### src/rtl/ehf_pkg.sv
`timescale 1ns / 1ps
// ----------------------------------------------------------------------------
// ehf_pkg
// Shared types, codes and constants of the Ethernet IPv4/ARP header filter.
// ----------------------------------------------------------------------------
package ehf_pkg;

  localparam int unsigned MacW     = 48;
  localparam int unsigned LenW     = 16;
  localparam int unsigned PosW     = 5;
  localparam int unsigned CfgAddrW = 2;

  // Configuration register indexes
  localparam logic [CfgAddrW-1:0] REG_OWN_MAC = 2'd0;
  localparam logic [CfgAddrW-1:0] REG_MIN_LEN = 2'd1;
  localparam logic [CfgAddrW-1:0] REG_MAX_LEN = 2'd2;

  // Reset values of the configuration registers
  localparam logic [MacW-1:0] OWN_MAC_RST = '0;
  localparam logic [LenW-1:0] MIN_LEN_RST = 16'd42;
  localparam logic [LenW-1:0] MAX_LEN_RST = 16'd1514;

  // Header constants
  localparam logic [LenW-1:0] ETH_HDR_LEN   = 16'd14;
  localparam logic [LenW-1:0] ARP_FRAME_LEN = 16'd42;
  localparam logic [PosW-1:0] LAST_HDR_POS  = 5'd23;

  // Header byte values
  localparam logic [7:0] ETYPE_HI      = 8'h08;
  localparam logic [7:0] ETYPE_IPV4_LO = 8'h00;
  localparam logic [7:0] ETYPE_ARP_LO  = 8'h06;
  localparam logic [7:0] IP_VER_IHL    = 8'h45;
  localparam logic [7:0] IP_DF         = 8'h40;
  localparam logic [7:0] PROTO_ICMP    = 8'd1;
  localparam logic [7:0] PROTO_UDP     = 8'd17;
  localparam logic [7:0] ARP_HTYPE_HI  = 8'h00;
  localparam logic [7:0] ARP_HTYPE_LO  = 8'h01;
  localparam logic [7:0] ARP_HLEN      = 8'd6;
  localparam logic [7:0] ARP_PLEN      = 8'd4;
  localparam logic [7:0] BCAST_BYTE    = 8'hFF;

  typedef enum logic [1:0] {
    VERDICT_REJECT = 2'd0,
    VERDICT_IPV4   = 2'd1,
    VERDICT_ARP    = 2'd2
  } verdict_t;

  typedef struct packed {
    logic [MacW-1:0] own_mac;
    logic [LenW-1:0] min_len;
    logic [LenW-1:0] max_len;
  } cfg_t;

  typedef struct packed {
    logic            active;
    logic [PosW-1:0] pos;
    logic            bcast;
    logic            is_arp;
    logic [LenW-1:0] len_sum;
  } flt_state_t;

  typedef struct packed {
    verdict_t        verdict;
    logic [LenW-1:0] frame_len;
  } result_t;

  // Byte k of the own MAC, byte 0 being the most significant
  function automatic logic [7:0] mac_byte(input logic [MacW-1:0] mac, input logic [2:0] k);
    logic [7:0] b;
    unique case (k)
      3'd0:    b = mac[47:40];
      3'd1:    b = mac[39:32];
      3'd2:    b = mac[31:24];
      3'd3:    b = mac[23:16];
      3'd4:    b = mac[15:8];
      3'd5:    b = mac[7:0];
      default: b = 8'h00;
    endcase
    return b;
  endfunction

endpackage

### src/rtl/ethernet_ip_arp_header_filter_unit.sv
`timescale 1ns / 1ps
// ----------------------------------------------------------------------------
// ethernet_ip_arp_header_filter_unit
// Checks the first 24 header bytes of each frame (destination MAC, EtherType,
// IPv4 or ARP header start) and emits at most one verdict per frame.
// ----------------------------------------------------------------------------
// Channel | Dir | Handshake          | Payload
// in_     | in  | in_tvalid/tready   | tdata: data_byte; tuser: frame_start
// out_    | out | out_tvalid/tready  | tdata: frame_length; tuser: verdict
// cfg_    | in  | cfg_we             | cfg_addr selects register, cfg_wdata
//
// Flow: one byte per cycle while the result register can take a verdict;
// a byte goes from the input register through the header check into the
// result register when it gives a verdict.
// Reset: synchronous, active low; clears the frame state, valid flags and
// loads the default configuration (own MAC 0, min 42, max 1514).
// Stalls: a held verdict only blocks the input when the next byte cannot
// advance because the result register is full and not being taken.
// ----------------------------------------------------------------------------
module ethernet_ip_arp_header_filter_unit
  import ehf_pkg::*;
(
  input  logic                clk,
  input  logic                rst_n,
  // input byte stream
  input  logic                in_tvalid,
  output logic                in_tready,
  input  logic [7:0]          in_tdata,   // [7:0] data_byte
  input  logic [0:0]          in_tuser,   // [0] frame_start
  // verdict stream
  output logic                out_tvalid,
  input  logic                out_tready,
  output logic [15:0]         out_tdata,  // [15:0] frame_length
  output logic [1:0]          out_tuser,  // [1:0] verdict
  // configuration writes
  input  logic                cfg_we,
  input  logic [CfgAddrW-1:0] cfg_addr,
  input  logic [MacW-1:0]     cfg_wdata
);

  cfg_t       cfg_r;
  flt_state_t state_r;
  flt_state_t state_nxt;

  // input register
  logic       s1_valid_r;
  logic       s1_start_r;
  logic [7:0] s1_byte_r;

  logic       s1_adv;
  logic       in_fire;
  logic       res_valid;
  result_t    res;
  logic       can_take;
  result_t    out_res;

  // Configuration registers: the user must write them only while the filter is idle; the block does not enforce it.
  always_ff @(posedge clk) begin
    if (!rst_n) begin
      cfg_r.own_mac <= OWN_MAC_RST;
      cfg_r.min_len <= MIN_LEN_RST;
      cfg_r.max_len <= MAX_LEN_RST;
    end else if (cfg_we) begin
      unique case (cfg_addr)
        REG_OWN_MAC: cfg_r.own_mac <= cfg_wdata;
        REG_MIN_LEN: cfg_r.min_len <= cfg_wdata[LenW-1:0];
        REG_MAX_LEN: cfg_r.max_len <= cfg_wdata[LenW-1:0];
        default:     cfg_r         <= cfg_r;
      endcase
    end
  end

  // Advance the registered byte whenever the result register can take a
  // verdict; bytes that give no verdict pass just the same.
  assign s1_adv    = s1_valid_r && can_take;
  assign in_tready = !s1_valid_r || s1_adv;
  assign in_fire   = in_tvalid && in_tready;

  always_ff @(posedge clk) begin
    if (!rst_n) begin
      s1_valid_r <= 1'b0;
    end else if (in_tready) begin
      s1_valid_r <= in_tvalid;
    end
  end

  always_ff @(posedge clk) begin
    if (in_fire) begin
      s1_start_r <= in_tuser[0];
      s1_byte_r  <= in_tdata;
    end
  end

  ehf_byte_check u_check (
    .cfg         (cfg_r),
    .state       (state_r),
    .frame_start (s1_start_r),
    .data_byte   (s1_byte_r),
    .state_nxt   (state_nxt),
    .res_valid   (res_valid),
    .res         (res)
  );

  // Frame state: commit the check's update as the byte leaves the register.
  always_ff @(posedge clk) begin
    if (!rst_n) begin
      state_r <= '0;
    end else if (s1_adv) begin
      state_r <= state_nxt;
    end
  end

  ehf_out_reg u_out (
    .clk       (clk),
    .rst_n     (rst_n),
    .load      (s1_adv && res_valid),
    .res       (res),
    .can_take  (can_take),
    .out_valid (out_tvalid),
    .out_ready (out_tready),
    .out_res   (out_res)
  );

  assign out_tdata = out_res.frame_len;
  assign out_tuser = out_res.verdict;

endmodule

### src/rtl/ehf_byte_check.sv
`timescale 1ns / 1ps
// ----------------------------------------------------------------------------
// ehf_byte_check
// Combinational check of one header byte against the frame state.
// ----------------------------------------------------------------------------
module ehf_byte_check
  import ehf_pkg::*;
(
  input  cfg_t       cfg,
  input  flt_state_t state,
  input  logic       frame_start,
  input  logic [7:0] data_byte,
  output flt_state_t state_nxt,
  output logic       res_valid,
  output result_t    res
);

  flt_state_t       eff;
  logic             fail;
  logic             done;
  logic [LenW-1:0]  len_add;
  logic [7:0]       want;

  always_comb begin
    eff = state;
    if (frame_start) begin
      eff = '{active: 1'b1, pos: '0, bcast: 1'b0, is_arp: 1'b0, len_sum: '0};
    end
  end

  assign len_add = eff.len_sum + {8'h00, data_byte} + ETH_HDR_LEN;
  assign want    = eff.bcast ? 8'hFF : mac_byte(cfg.own_mac, eff.pos[2:0]);

  always_comb begin
    state_nxt = eff;
    fail      = 1'b0;
    done      = 1'b0;
    priority if (eff.pos == 5'd0) begin
      if (data_byte == mac_byte(cfg.own_mac, 3'd0)) begin
        state_nxt.bcast = 1'b0;
      end else if (data_byte == 8'hFF) begin
        state_nxt.bcast = 1'b1;
      end else begin
        fail = 1'b1;
      end
    end else if (eff.pos <= 5'd5) begin
      fail = (data_byte != want);
    end else if (eff.pos == 5'd12) begin
      fail = (data_byte != 8'h08);
    end else if (eff.pos == 5'd13) begin
      if (data_byte == 8'h00) begin
        state_nxt.is_arp = 1'b0;
      end else if (data_byte == 8'h06) begin
        state_nxt.is_arp = 1'b1;
      end else begin
        fail = 1'b1;
      end
    end else if (eff.pos >= 5'd14 && eff.is_arp) begin
      case (eff.pos)
        5'd14:        fail = (data_byte != 8'h00);
        5'd15:        fail = (data_byte != 8'h01);
        5'd16:        fail = (data_byte != 8'h08);
        5'd17:        fail = (data_byte != 8'h00);
        5'd18:        fail = (data_byte != 8'h06);
        5'd19:        fail = (data_byte != 8'h04);
        LAST_HDR_POS: done = 1'b1;
        default:      fail = 1'b0;
      endcase
    end else if (eff.pos >= 5'd14) begin
      case (eff.pos)
        5'd14: fail = (data_byte != 8'h45);
        5'd16: state_nxt.len_sum = {data_byte, 8'h00};
        5'd17: begin
          state_nxt.len_sum = len_add;
          fail = (len_add == '0) || (len_add < cfg.min_len) || (len_add > cfg.max_len);
        end
        5'd20: fail = ((data_byte & 8'hBF) != 8'h00);
        5'd21: fail = (data_byte != 8'h00);
        LAST_HDR_POS: begin
          if (data_byte == 8'd1 || data_byte == 8'd17) begin
            done = 1'b1;
          end else begin
            fail = 1'b1;
          end
        end
        default: fail = 1'b0;
      endcase
    end else begin
      fail = 1'b0;
    end

    if (!eff.active) begin
      // no frame open: hold state, drop the byte
      state_nxt = eff;
      fail      = 1'b0;
      done      = 1'b0;
    end else if (fail || done) begin
      state_nxt.active = 1'b0;
    end else begin
      state_nxt.pos = eff.pos + 5'd1;
    end
  end

  always_comb begin
    res_valid = fail || done;
    if (fail) begin
      res = '{verdict: VERDICT_REJECT, frame_len: '0};
    end else if (state_nxt.is_arp) begin
      res = '{verdict: VERDICT_ARP, frame_len: ARP_FRAME_LEN};
    end else begin
      res = '{verdict: VERDICT_IPV4, frame_len: state_nxt.len_sum};
    end
  end

endmodule

### src/rtl/ehf_out_reg.sv
`timescale 1ns / 1ps
// ----------------------------------------------------------------------------
// ehf_out_reg
// Result register of the filter: holds one verdict until the sink takes it.
// ----------------------------------------------------------------------------
module ehf_out_reg
  import ehf_pkg::*;
(
  input  logic    clk,
  input  logic    rst_n,
  input  logic    load,
  input  result_t res,
  output logic    can_take,
  output logic    out_valid,
  input  logic    out_ready,
  output result_t out_res
);

  logic    valid_r;
  logic    valid_nxt;
  result_t res_r;

  assign can_take = !valid_r || out_ready;

  always_comb begin
    valid_nxt = valid_r;
    if (out_ready) begin
      valid_nxt = 1'b0;
    end
    if (load) begin
      valid_nxt = 1'b1;
    end
  end

  always_ff @(posedge clk) begin
    if (!rst_n) begin
      valid_r <= 1'b0;
    end else begin
      valid_r <= valid_nxt;
    end
  end

  always_ff @(posedge clk) begin
    if (load) begin
      res_r <= res;
    end
  end

  assign out_valid = valid_r;
  assign out_res   = res_r;

endmodule

### config.mk
export PLATFORM = sky130hd
export DESIGN_NAME = ethernet_ip_arp_header_filter_unit
export DESIGN_NICKNAME = d
export VERILOG_FILES = /design/src/rtl/ehf_pkg.sv /design/src/rtl/ethernet_ip_arp_header_filter_unit.sv /design/src/rtl/ehf_byte_check.sv /design/src/rtl/ehf_out_reg.sv
export SDC_FILE = /design/constraint.sdc
export NUM_CORES = 1
export LEC_CHECK = 0
export BUFFER_PORTS_ARGS = -buffer_cell sky130_fd_sc_hd__buf_2
export CORE_ASPECT_RATIO = 1.75
export CORE_UTILIZATION = 60
export CTS_CLUSTER_DIAMETER = 80
export DETAILED_ROUTE_END_ITERATION = 8
export HOLD_SLACK_MARGIN = 0.1
export PLACE_DENSITY = 0.81
export SYNTH_ARGS = -nofsm -noshare
export SYNTH_HDL_FRONTEND = slang
export SYNTH_SLANG_ARGS = --single-unit
### constraint.sdc
create_clock -name clk -period 6.65 [get_ports clk]
set_input_delay 0.3325 -clock clk [delete_from_list [all_inputs] [get_ports clk]]
set_output_delay 0.3325 -clock clk [all_outputs]
set_load 0.02 [all_outputs]
Word level (Yosys, flattened, before mapping)
Cells that the tools add are included.
{"block": "totals", "mem_bits_ro": 0, "output_inout_bits": 20, "latch_bits": 0, "register_bits": 133, "inputBits": 64, "mem_bits_rw": 0, "n_memories": 0}
{"block": "op_classes", "n_eq_ne": 29, "shifts": 0, "magnitude_cmp": 4, "n_addsub": 3, "n_bitwise": 0, "n_mul": 0, "div_mod_pow": 0, "mux": 48, "reduce_logical": 26}
{"cell": "$mux W17", "count": 3}
{"cell": "$mux W16", "count": 3}
{"cell": "$pmux W8 S6", "count": 1}
{"cell": "$mux W18", "count": 2}
{"cell": "$eq A5 B5 Y1 const B", "count": 7}
{"cell": "$pmux W16 S2", "count": 1}
{"cell": "$mux W1", "count": 31}
{"cell": "$mux W24", "count": 1}
{"cell": "$eq A5 B4 Y1 const B", "count": 4}
{"cell": "$add A16 B4 Y16 const B", "count": 1}
{"cell": "$add A16 B8 Y16", "count": 1}
{"cell": "$gt A16 B16 Y1", "count": 1}
{"cell": "$logic_not A16 Y1", "count": 1}
{"cell": "$lt A16 B16 Y1", "count": 1}
{"cell": "$mux W8", "count": 2}
{"cell": "$ne A8 B3 Y1 const B", "count": 2}
{"cell": "$reduce_bool A8 Y1", "count": 2}
{"cell": "$pmux W1 S5", "count": 2}
{"cell": "$eq A8 B1 Y1 const B", "count": 1}
{"cell": "$eq A8 B3 Y1 const B", "count": 1}
{"cell": "$eq A8 B5 Y1 const B", "count": 1}
{"cell": "$eq A8 B8 Y1", "count": 1}
{"cell": "$eq A8 B8 Y1 const B", "count": 1}
{"cell": "$logic_not A8 Y1", "count": 1}
{"cell": "23 further kinds", "count": 38}

Depth between registers and ports, before layout
{"block": "depth", "ltp_word": 17, "depth_mapped": 25, "mapped_depth_nobuf": 22}

Cells and area by module
From an unflattened synthesis, not the netlist that was laid out.
{"block": "unflattened", "cells_unflattened": 988, "area_unflattened_um2": 8628.3}
{"module": "ethernet_ip_arp_header_filter_unit", "n_inst": 1, "area_each_um2": 4486.8, "cells_per_inst": 449}
{"module": "ehf_byte_check", "n_inst": 1, "area_each_um2": 3552.2, "cells_per_inst": 517}
{"module": "ehf_out_reg", "n_inst": 1, "area_each_um2": 589.3, "cells_per_inst": 22}

Worst setup path before layout
Ideal clock, no wire load.
{"block": "synth_path", "path_type": "reg-to-reg", "startpoint": "register s1_start_r", "endpoint": "register u_out.valid_r, in the netlist u_out.out_valid", "t_arrival_ps": 5428, "required_ps": 6535, "slack_ps": 1107, "n_path_buf": 4, "synth_period_minus_slack_ps": 5543, "setup_time_ps": 115, "stages_incl_launch_ff": 23, "cell_sequence": "edfxtp_1 buf_4 clkbuf_1 buf_1 buf_1 nor2b_1 ha_1 ha_1 a21o_1 a21oi_2 a31oi_2 a311o_1 o21ai_0 ha_1 nand4_1 nor2_1 a221o_1 o31a_1 a2111oi_0 nor3b_2 a2bb2oi_2 and3_1 o21a_1"}
{"block": "synth_between", "elab_chain_len": 17, "word_cells_on_any_way": 55, "classes_between": "add/sub: 2; order compare: 4; eq/ne: 17; mux: 22; reduce/logical: 10"}
{"item": "start: declaration", "line_no": "ethernet_ip_arp_header_filter_unit.sv:47", "source": "logic s1_start_r;"}
{"item": "start signal: assignment", "line_no": "ethernet_ip_arp_header_filter_unit.sv:89", "source": "s1_start_r <= in_tuser[0];"}
{"item": "$mux W24 (*)", "line_no": "ehf_byte_check.sv:26", "source": "if (frame_start) begin"}
{"item": "$add A16 B8 Y16", "line_no": "ehf_byte_check.sv:31", "source": "assign len_add = eff.len_sum + {8'h00, data_byte} + ETH_HDR_LEN;"}
{"item": "$add A16 B4 Y16", "line_no": "ehf_byte_check.sv:31"}
{"item": "$lt A16 B16 Y1 or $logic_not A16 Y1 (tied branches)", "line_no": "ehf_byte_check.sv:75", "source": "fail = (len_add == '0) || (len_add < cfg.min_len) || (len_add > cfg.max_len);"}
{"item": "$logic_or A1 B1 Y1 (2 in series)", "line_no": "ehf_byte_check.sv:75"}
{"item": "$pmux W1 S5", "line_no": "ehf_byte_check.sv:70", "source": "case (eff.pos)"}
{"item": "$mux W1", "line_no": "ehf_byte_check.sv:69", "source": "end else if (eff.pos >= 5'd14) begin"}
{"item": "$mux W1", "line_no": "ehf_byte_check.sv:58", "source": "end else if (eff.pos >= 5'd14 && eff.is_arp) begin"}
{"item": "$mux W1", "line_no": "ehf_byte_check.sv:50", "source": "end else if (eff.pos == 5'd13) begin"}
{"item": "$mux W1", "line_no": "ehf_byte_check.sv:48", "source": "end else if (eff.pos == 5'd12) begin"}
{"item": "$mux W1", "line_no": "ehf_byte_check.sv:46", "source": "end else if (eff.pos <= 5'd5) begin"}
{"item": "$mux W1", "line_no": "ehf_byte_check.sv:38", "source": "priority if (eff.pos == 5'd0) begin"}
{"item": "$mux W1", "line_no": "ehf_byte_check.sv:92", "source": "if (!eff.active) begin"}
{"item": "$logic_or A1 B1 Y1 (*)", "line_no": "ehf_byte_check.sv:105", "source": "res_valid = fail || done;"}
{"item": "$logic_and A1 B1 Y1 (*)", "line_no": "ethernet_ip_arp_header_filter_unit.sv:116", "source": ".load (s1_adv && res_valid),"}
{"item": "via u_out.load", "line_no": "ehf_out_reg.sv:11", "source": "input logic load,"}
{"item": "$mux W1 or $reduce_bool A2 Y1 (tied branches)"}
{"item": "end signal: assignment", "line_no": "ehf_out_reg.sv:39", "source": "valid_r <= valid_nxt;"}
{"item": "end: declaration", "line_no": "ehf_out_reg.sv:19", "source": "logic valid_r;"}
The timed path passes the listed nets; every way through them passes the cells marked *.
A chain may end at the register's enable or synchronous reset.

Worst setup path in the final report
{"block": "layout_path", "startpoint": "register s1_byte_r[1]", "endpoint": "register u_out.res_r, in the netlist u_out.out_res[1], enable pin"}
{"block": "layout_between", "elab_chain_len": 15, "word_cells_on_any_way": 47, "classes_between": "add/sub: 2; order compare: 2; eq/ne: 11; mux: 23; reduce/logical: 9"}
{"item": "start: declaration", "line_no": "ethernet_ip_arp_header_filter_unit.sv:48", "source": "logic [7:0] s1_byte_r;"}
{"item": "start signal: assignment", "line_no": "ethernet_ip_arp_header_filter_unit.sv:90", "source": "s1_byte_r <= in_tdata;"}
{"item": "$add A16 B8 Y16", "line_no": "ehf_byte_check.sv:31"}
{"item": "$add A16 B4 Y16", "line_no": "ehf_byte_check.sv:31"}
{"item": "$lt A16 B16 Y1 or $logic_not A16 Y1 (tied branches)", "line_no": "ehf_byte_check.sv:75"}
{"item": "$logic_or A1 B1 Y1 (2 in series)", "line_no": "ehf_byte_check.sv:75"}
{"item": "$pmux W1 S5", "line_no": "ehf_byte_check.sv:70"}
{"item": "$mux W1", "line_no": "ehf_byte_check.sv:69"}
{"item": "$mux W1", "line_no": "ehf_byte_check.sv:58"}
{"item": "$mux W1", "line_no": "ehf_byte_check.sv:50"}
{"item": "$mux W1", "line_no": "ehf_byte_check.sv:48"}
{"item": "$mux W1", "line_no": "ehf_byte_check.sv:46"}
{"item": "$mux W1", "line_no": "ehf_byte_check.sv:38"}
{"item": "$mux W1", "line_no": "ehf_byte_check.sv:92"}
{"item": "$logic_or A1 B1 Y1 (*)", "line_no": "ehf_byte_check.sv:105"}
{"item": "$logic_and A1 B1 Y1 (*)", "line_no": "ethernet_ip_arp_header_filter_unit.sv:116"}
{"item": "via u_out.load", "line_no": "ehf_out_reg.sv:11"}
{"item": "end signal: assignment", "line_no": "ehf_out_reg.sv:45", "source": "res_r <= res;"}
{"item": "end: declaration", "line_no": "ehf_out_reg.sv:21", "source": "result_t res_r;"}
Marks and branches as above.

==> flow_metrics.py <==
metrics = {
    "flow_run": {
        "drv_cap": 0,
    },
    "yosys": {
        "synth-seq-cells": 133,
        "ys_warn_count": 0,
        "synth_cell_types": 80,
        "synth_top_family_by_area": "simple AND/OR/NAND/NOR gates",
        "synth_area_um2": 7910,
        "synth_fa_ha_area_share_pct": 8.48,
        "synthSimpleGateAreaFrac_pct": 23.1,
        "synth_edf_count": 27,
        "synthTopCellsByCount": "nand2_1 (202), dfxtp_1 (106), a21oi_1 (103)",
        "netlist.area_leader.share_pct": 26.8,
        "synth.most_common_cell": "nand2_1",
        "yosys.area.top_type": "dfxtp_1",
        "synthCells": 980,
        "syn_nets": 1097,
        "avgSynthCellArea_um2": 8.07,
        "synth-async-reset-ratio_pct": 0,
        "synthFlopType": "dfxtp_1",
        "ys_seq_area_share_pct": 37.1,
        "synth_area_leaders": "dfxtp_1 (27%), edfxtp_1 (10%), nand2_1 (9.6%), ha_1 (8.2%), a21oi_1 (6.5%)",
        "synth_xor_area_share_pct": 2.99,
        "muxShareOfSynthArea_pct": 2.01,
        "synth_compound_area_share_pct": 20.0,
    },
    "finish": {
        "instances_no_fill": 1213,
        "final_nets": 1148,
        "multi_input_area_um2": 4480,
        "fill_cells": 1078,
        "final_util_pct": 69.8,
        "diodes": 0,
        "regArea_um2": 2930,
        "area_growth_pct": 13.6,
        "drive_above_1_share_pct": 13.7,
    },
    "power_and_ir_drop": {
        "power.leakage_uw": 0.00351,
        "p_clk_share_pct": 46.3,
        "peakVddDrop_mv": 0.199,
        "power_switching_share_pct": 25.6,
        "powerDensity_nw_per_um2": 230,
        "netSwitchingPower_uw": 528,
        "pwr-share-seq_pct": 42.5,
        "comb_power_share_pct": 11.2,
        "power_uw": 2060,
        "p_int_uw": 1530,
    },
    "die": {
        "chipHeight_um": 154,
        "dieArea_um2": 13700,
        "initial_core_util_pct": 61.5,
        "rows": 55,
        "coreArea_um2": 12900,
        "die_w_um": 88.8,
        "pin_count": 84,
    },
    "timing": {
        "final.setup_skew_ns": 0.0125,
        "setup_total_negative_slack_ns": 0,
        "tightest_slew_ns": 0.997,
        "period_minus_slack_ns": 6.01,
        "final_max_slew_viol_count": 0,
        "hold_violations": 0,
        "fmax_mhz": 166,
        "setup_ws_ns": 0.639,
        "relSlewSlack_pct": 33.6,
        "setup_viol": 0,
        "rsz0062_at_grt": "false",
        "fin_crit_sh_pct": 90.4,
    },
    "clock_tree": {
        "clk_pin_slew_worst_paths_ns": 0.06,
        "cts_root_buf": "clkbuf_16",
        "cts_made_buffers": 17,
        "clock_latency_ns": 0.43,
        "h-tree-depth": 4,
        "clock_sinks": 133,
        "ctsLongestPathBuffers": 2,
        "cts_tree": "built",
        "cts_setup_buffers": 0,
    },
    "global_routing": {
        "grt_pass1_wl_um": 36400,
        "antenna_found_initial": 0,
        "grt_max_degree": 78,
        "grt_usage_pct": 35.8,
        "gr-total-overflow": 0,
        "first_global_vias": 7121,
    },
    "route": {
        "drc": 0,
        "firstDrtPassIters": 8,
        "vias": 7556,
        "wl_um": 23500,
        "viasPerCell": 6.23,
        "wire_per_inst_um": 19.4,
        "drtAntennaViolNets": 0,
        "drt_iter0_markers": 515,
    },
    "placement": {
        "post-dp-hpwl_um": 17000,
        "port_buffers": 83,
        "gp_congestion": 0.958,
        "placed_cells_incl_taps": 1177,
        "place_ws_ns": 0.825,
    },
    "min_path": {
        "hold_path_class": "in2reg",
    },
    "critical_path": {
        "cp-end-kind": "flip-flop",
        "required_ns": 6.70,
        "crit_slowest_cell": "and3_1",
        "start_kind": "flip-flop",
        "worstPathMaxFanout": 19,
        "crit_arrival_ns": 6.06,
        "max_stage_delay_ns": 0.81,
        "crit_type": "reg2reg",
        "path_cells": "inv_1 -> ha_1 -> inv_1 -> ha_1 -> inv_1 -> fa_1 -> nor2b_1 -> o2111ai_2 -> a31oi_2 -> a311o_1 -> o21ai_0 -> ha_1 -> nand4_1 -> a2111oi_0 -> o31a_1 -> a2111oi_0 -> nor3b_2 -> a2bb2oi_2 -> and3_1",
    },
    "outcome": {
        "outcome": "complete, no violations",
    },
}
==> routing by layer <==
layer	track usage, %	wire length (um)
met5	0	0
met1	37.7	8300
met3	6.60	1290
met2	61.0	12000
met4	27.3	1940
==> kinds of logic after synthesis <==
group | count (synthesis)
xor gates and xnor gates | 27
muxes | 15
AOI/OAI and AO/OA | 240
DFF | 133
adders and majority gates | 53
and+or+nand+nor | 390
buffers and inverters | 122
==> sequential cells by signal, summed over array words and instances, names as in the netlist <==
signal / flops
s1_valid_r: 1
u_out.out_res: 18
state_r: 24
s1_byte_r: 8
s1_start_r: 1
u_out.out_valid: 1
cfg_r: 80
==> worst max-delay path, delay by kind of cell, from the launching register on <==
kind,cells,cell delay [ns]
flip-flops,1,0.52
adder cells (fa/ha/maj),4,1.25
AND/OR/NAND/NOR,4,1.38
buffers and inverters,3,0.34
AO/OA/AOI/OAI,8,2.11
==> final timing paths <==
kind                            slack, ns               end          from  cells after the start
worst max-delay path                 0.64  u_out.out_res[1]  s1_byte_r[1]                     19
worst min-delay path                 0.13      s1_byte_r[2]   in_tdata[2]                      1
worst max register to register       0.64  u_out.out_res[1]  s1_byte_r[1]                     19
worst min register to register       0.45         cfg_r[20]     cfg_r[20]                      2
==> cell usage in the layout, fill, tap and decap left out, drive strengths merged, types with 22 or more instances in the layout <==
cell | synthesis | layout
a21oi | 105 | 105
clkbuf | 44 | 24
edfxtp | 27 | 27
dfxtp | 106 | 106
nor3 | 24 | 24
a22oi | 23 | 23
buf | 23 | 93
nand2 | 202 | 202
nor2 | 53 | 53
ha | 52 | 52
o211ai | 22 | 22
inv | 54 | 56
==> through the flow <==
stage	instance area [um2]	hold WS [ns]
6_report	8980	0.126
5_1_grt	8980	0.116
2_1_floorplan	7910	0.431
3_5_place_dp	8320	0.446
4_1_cts	8970	0.100
3_3_place_gp	8320	0.440
==> power groups by stage <==
stage | registers [uW] | logic, uW | clock network, uW
final | 876 | 230 | 954
after CTS | 876 | 227 | 952
after global placement | 892 | 218 | 0
after global routing | 878 | 253 | 986
after detailed placement | 893 | 222 | 0
after floorplan | 883 | 150 | 0
==> timing repair <==
item,in CTS,in global routing
endpoints found under the hold margin,5,1
hold buffers,5,1
resized for setup,0,0
==> cell type report <==
class	instances	area share, %
Clock buffer	24	5.96
Clock inverter	6	0.683
Inverter	55	2.30
Multi-Input combinational cell	725	49.9
Sequential cell	133	32.7
Tap cell	171	2.38
Timing Repair Buffer	99	6.13
Note: power is estimated with default switching activity, not from simulation.
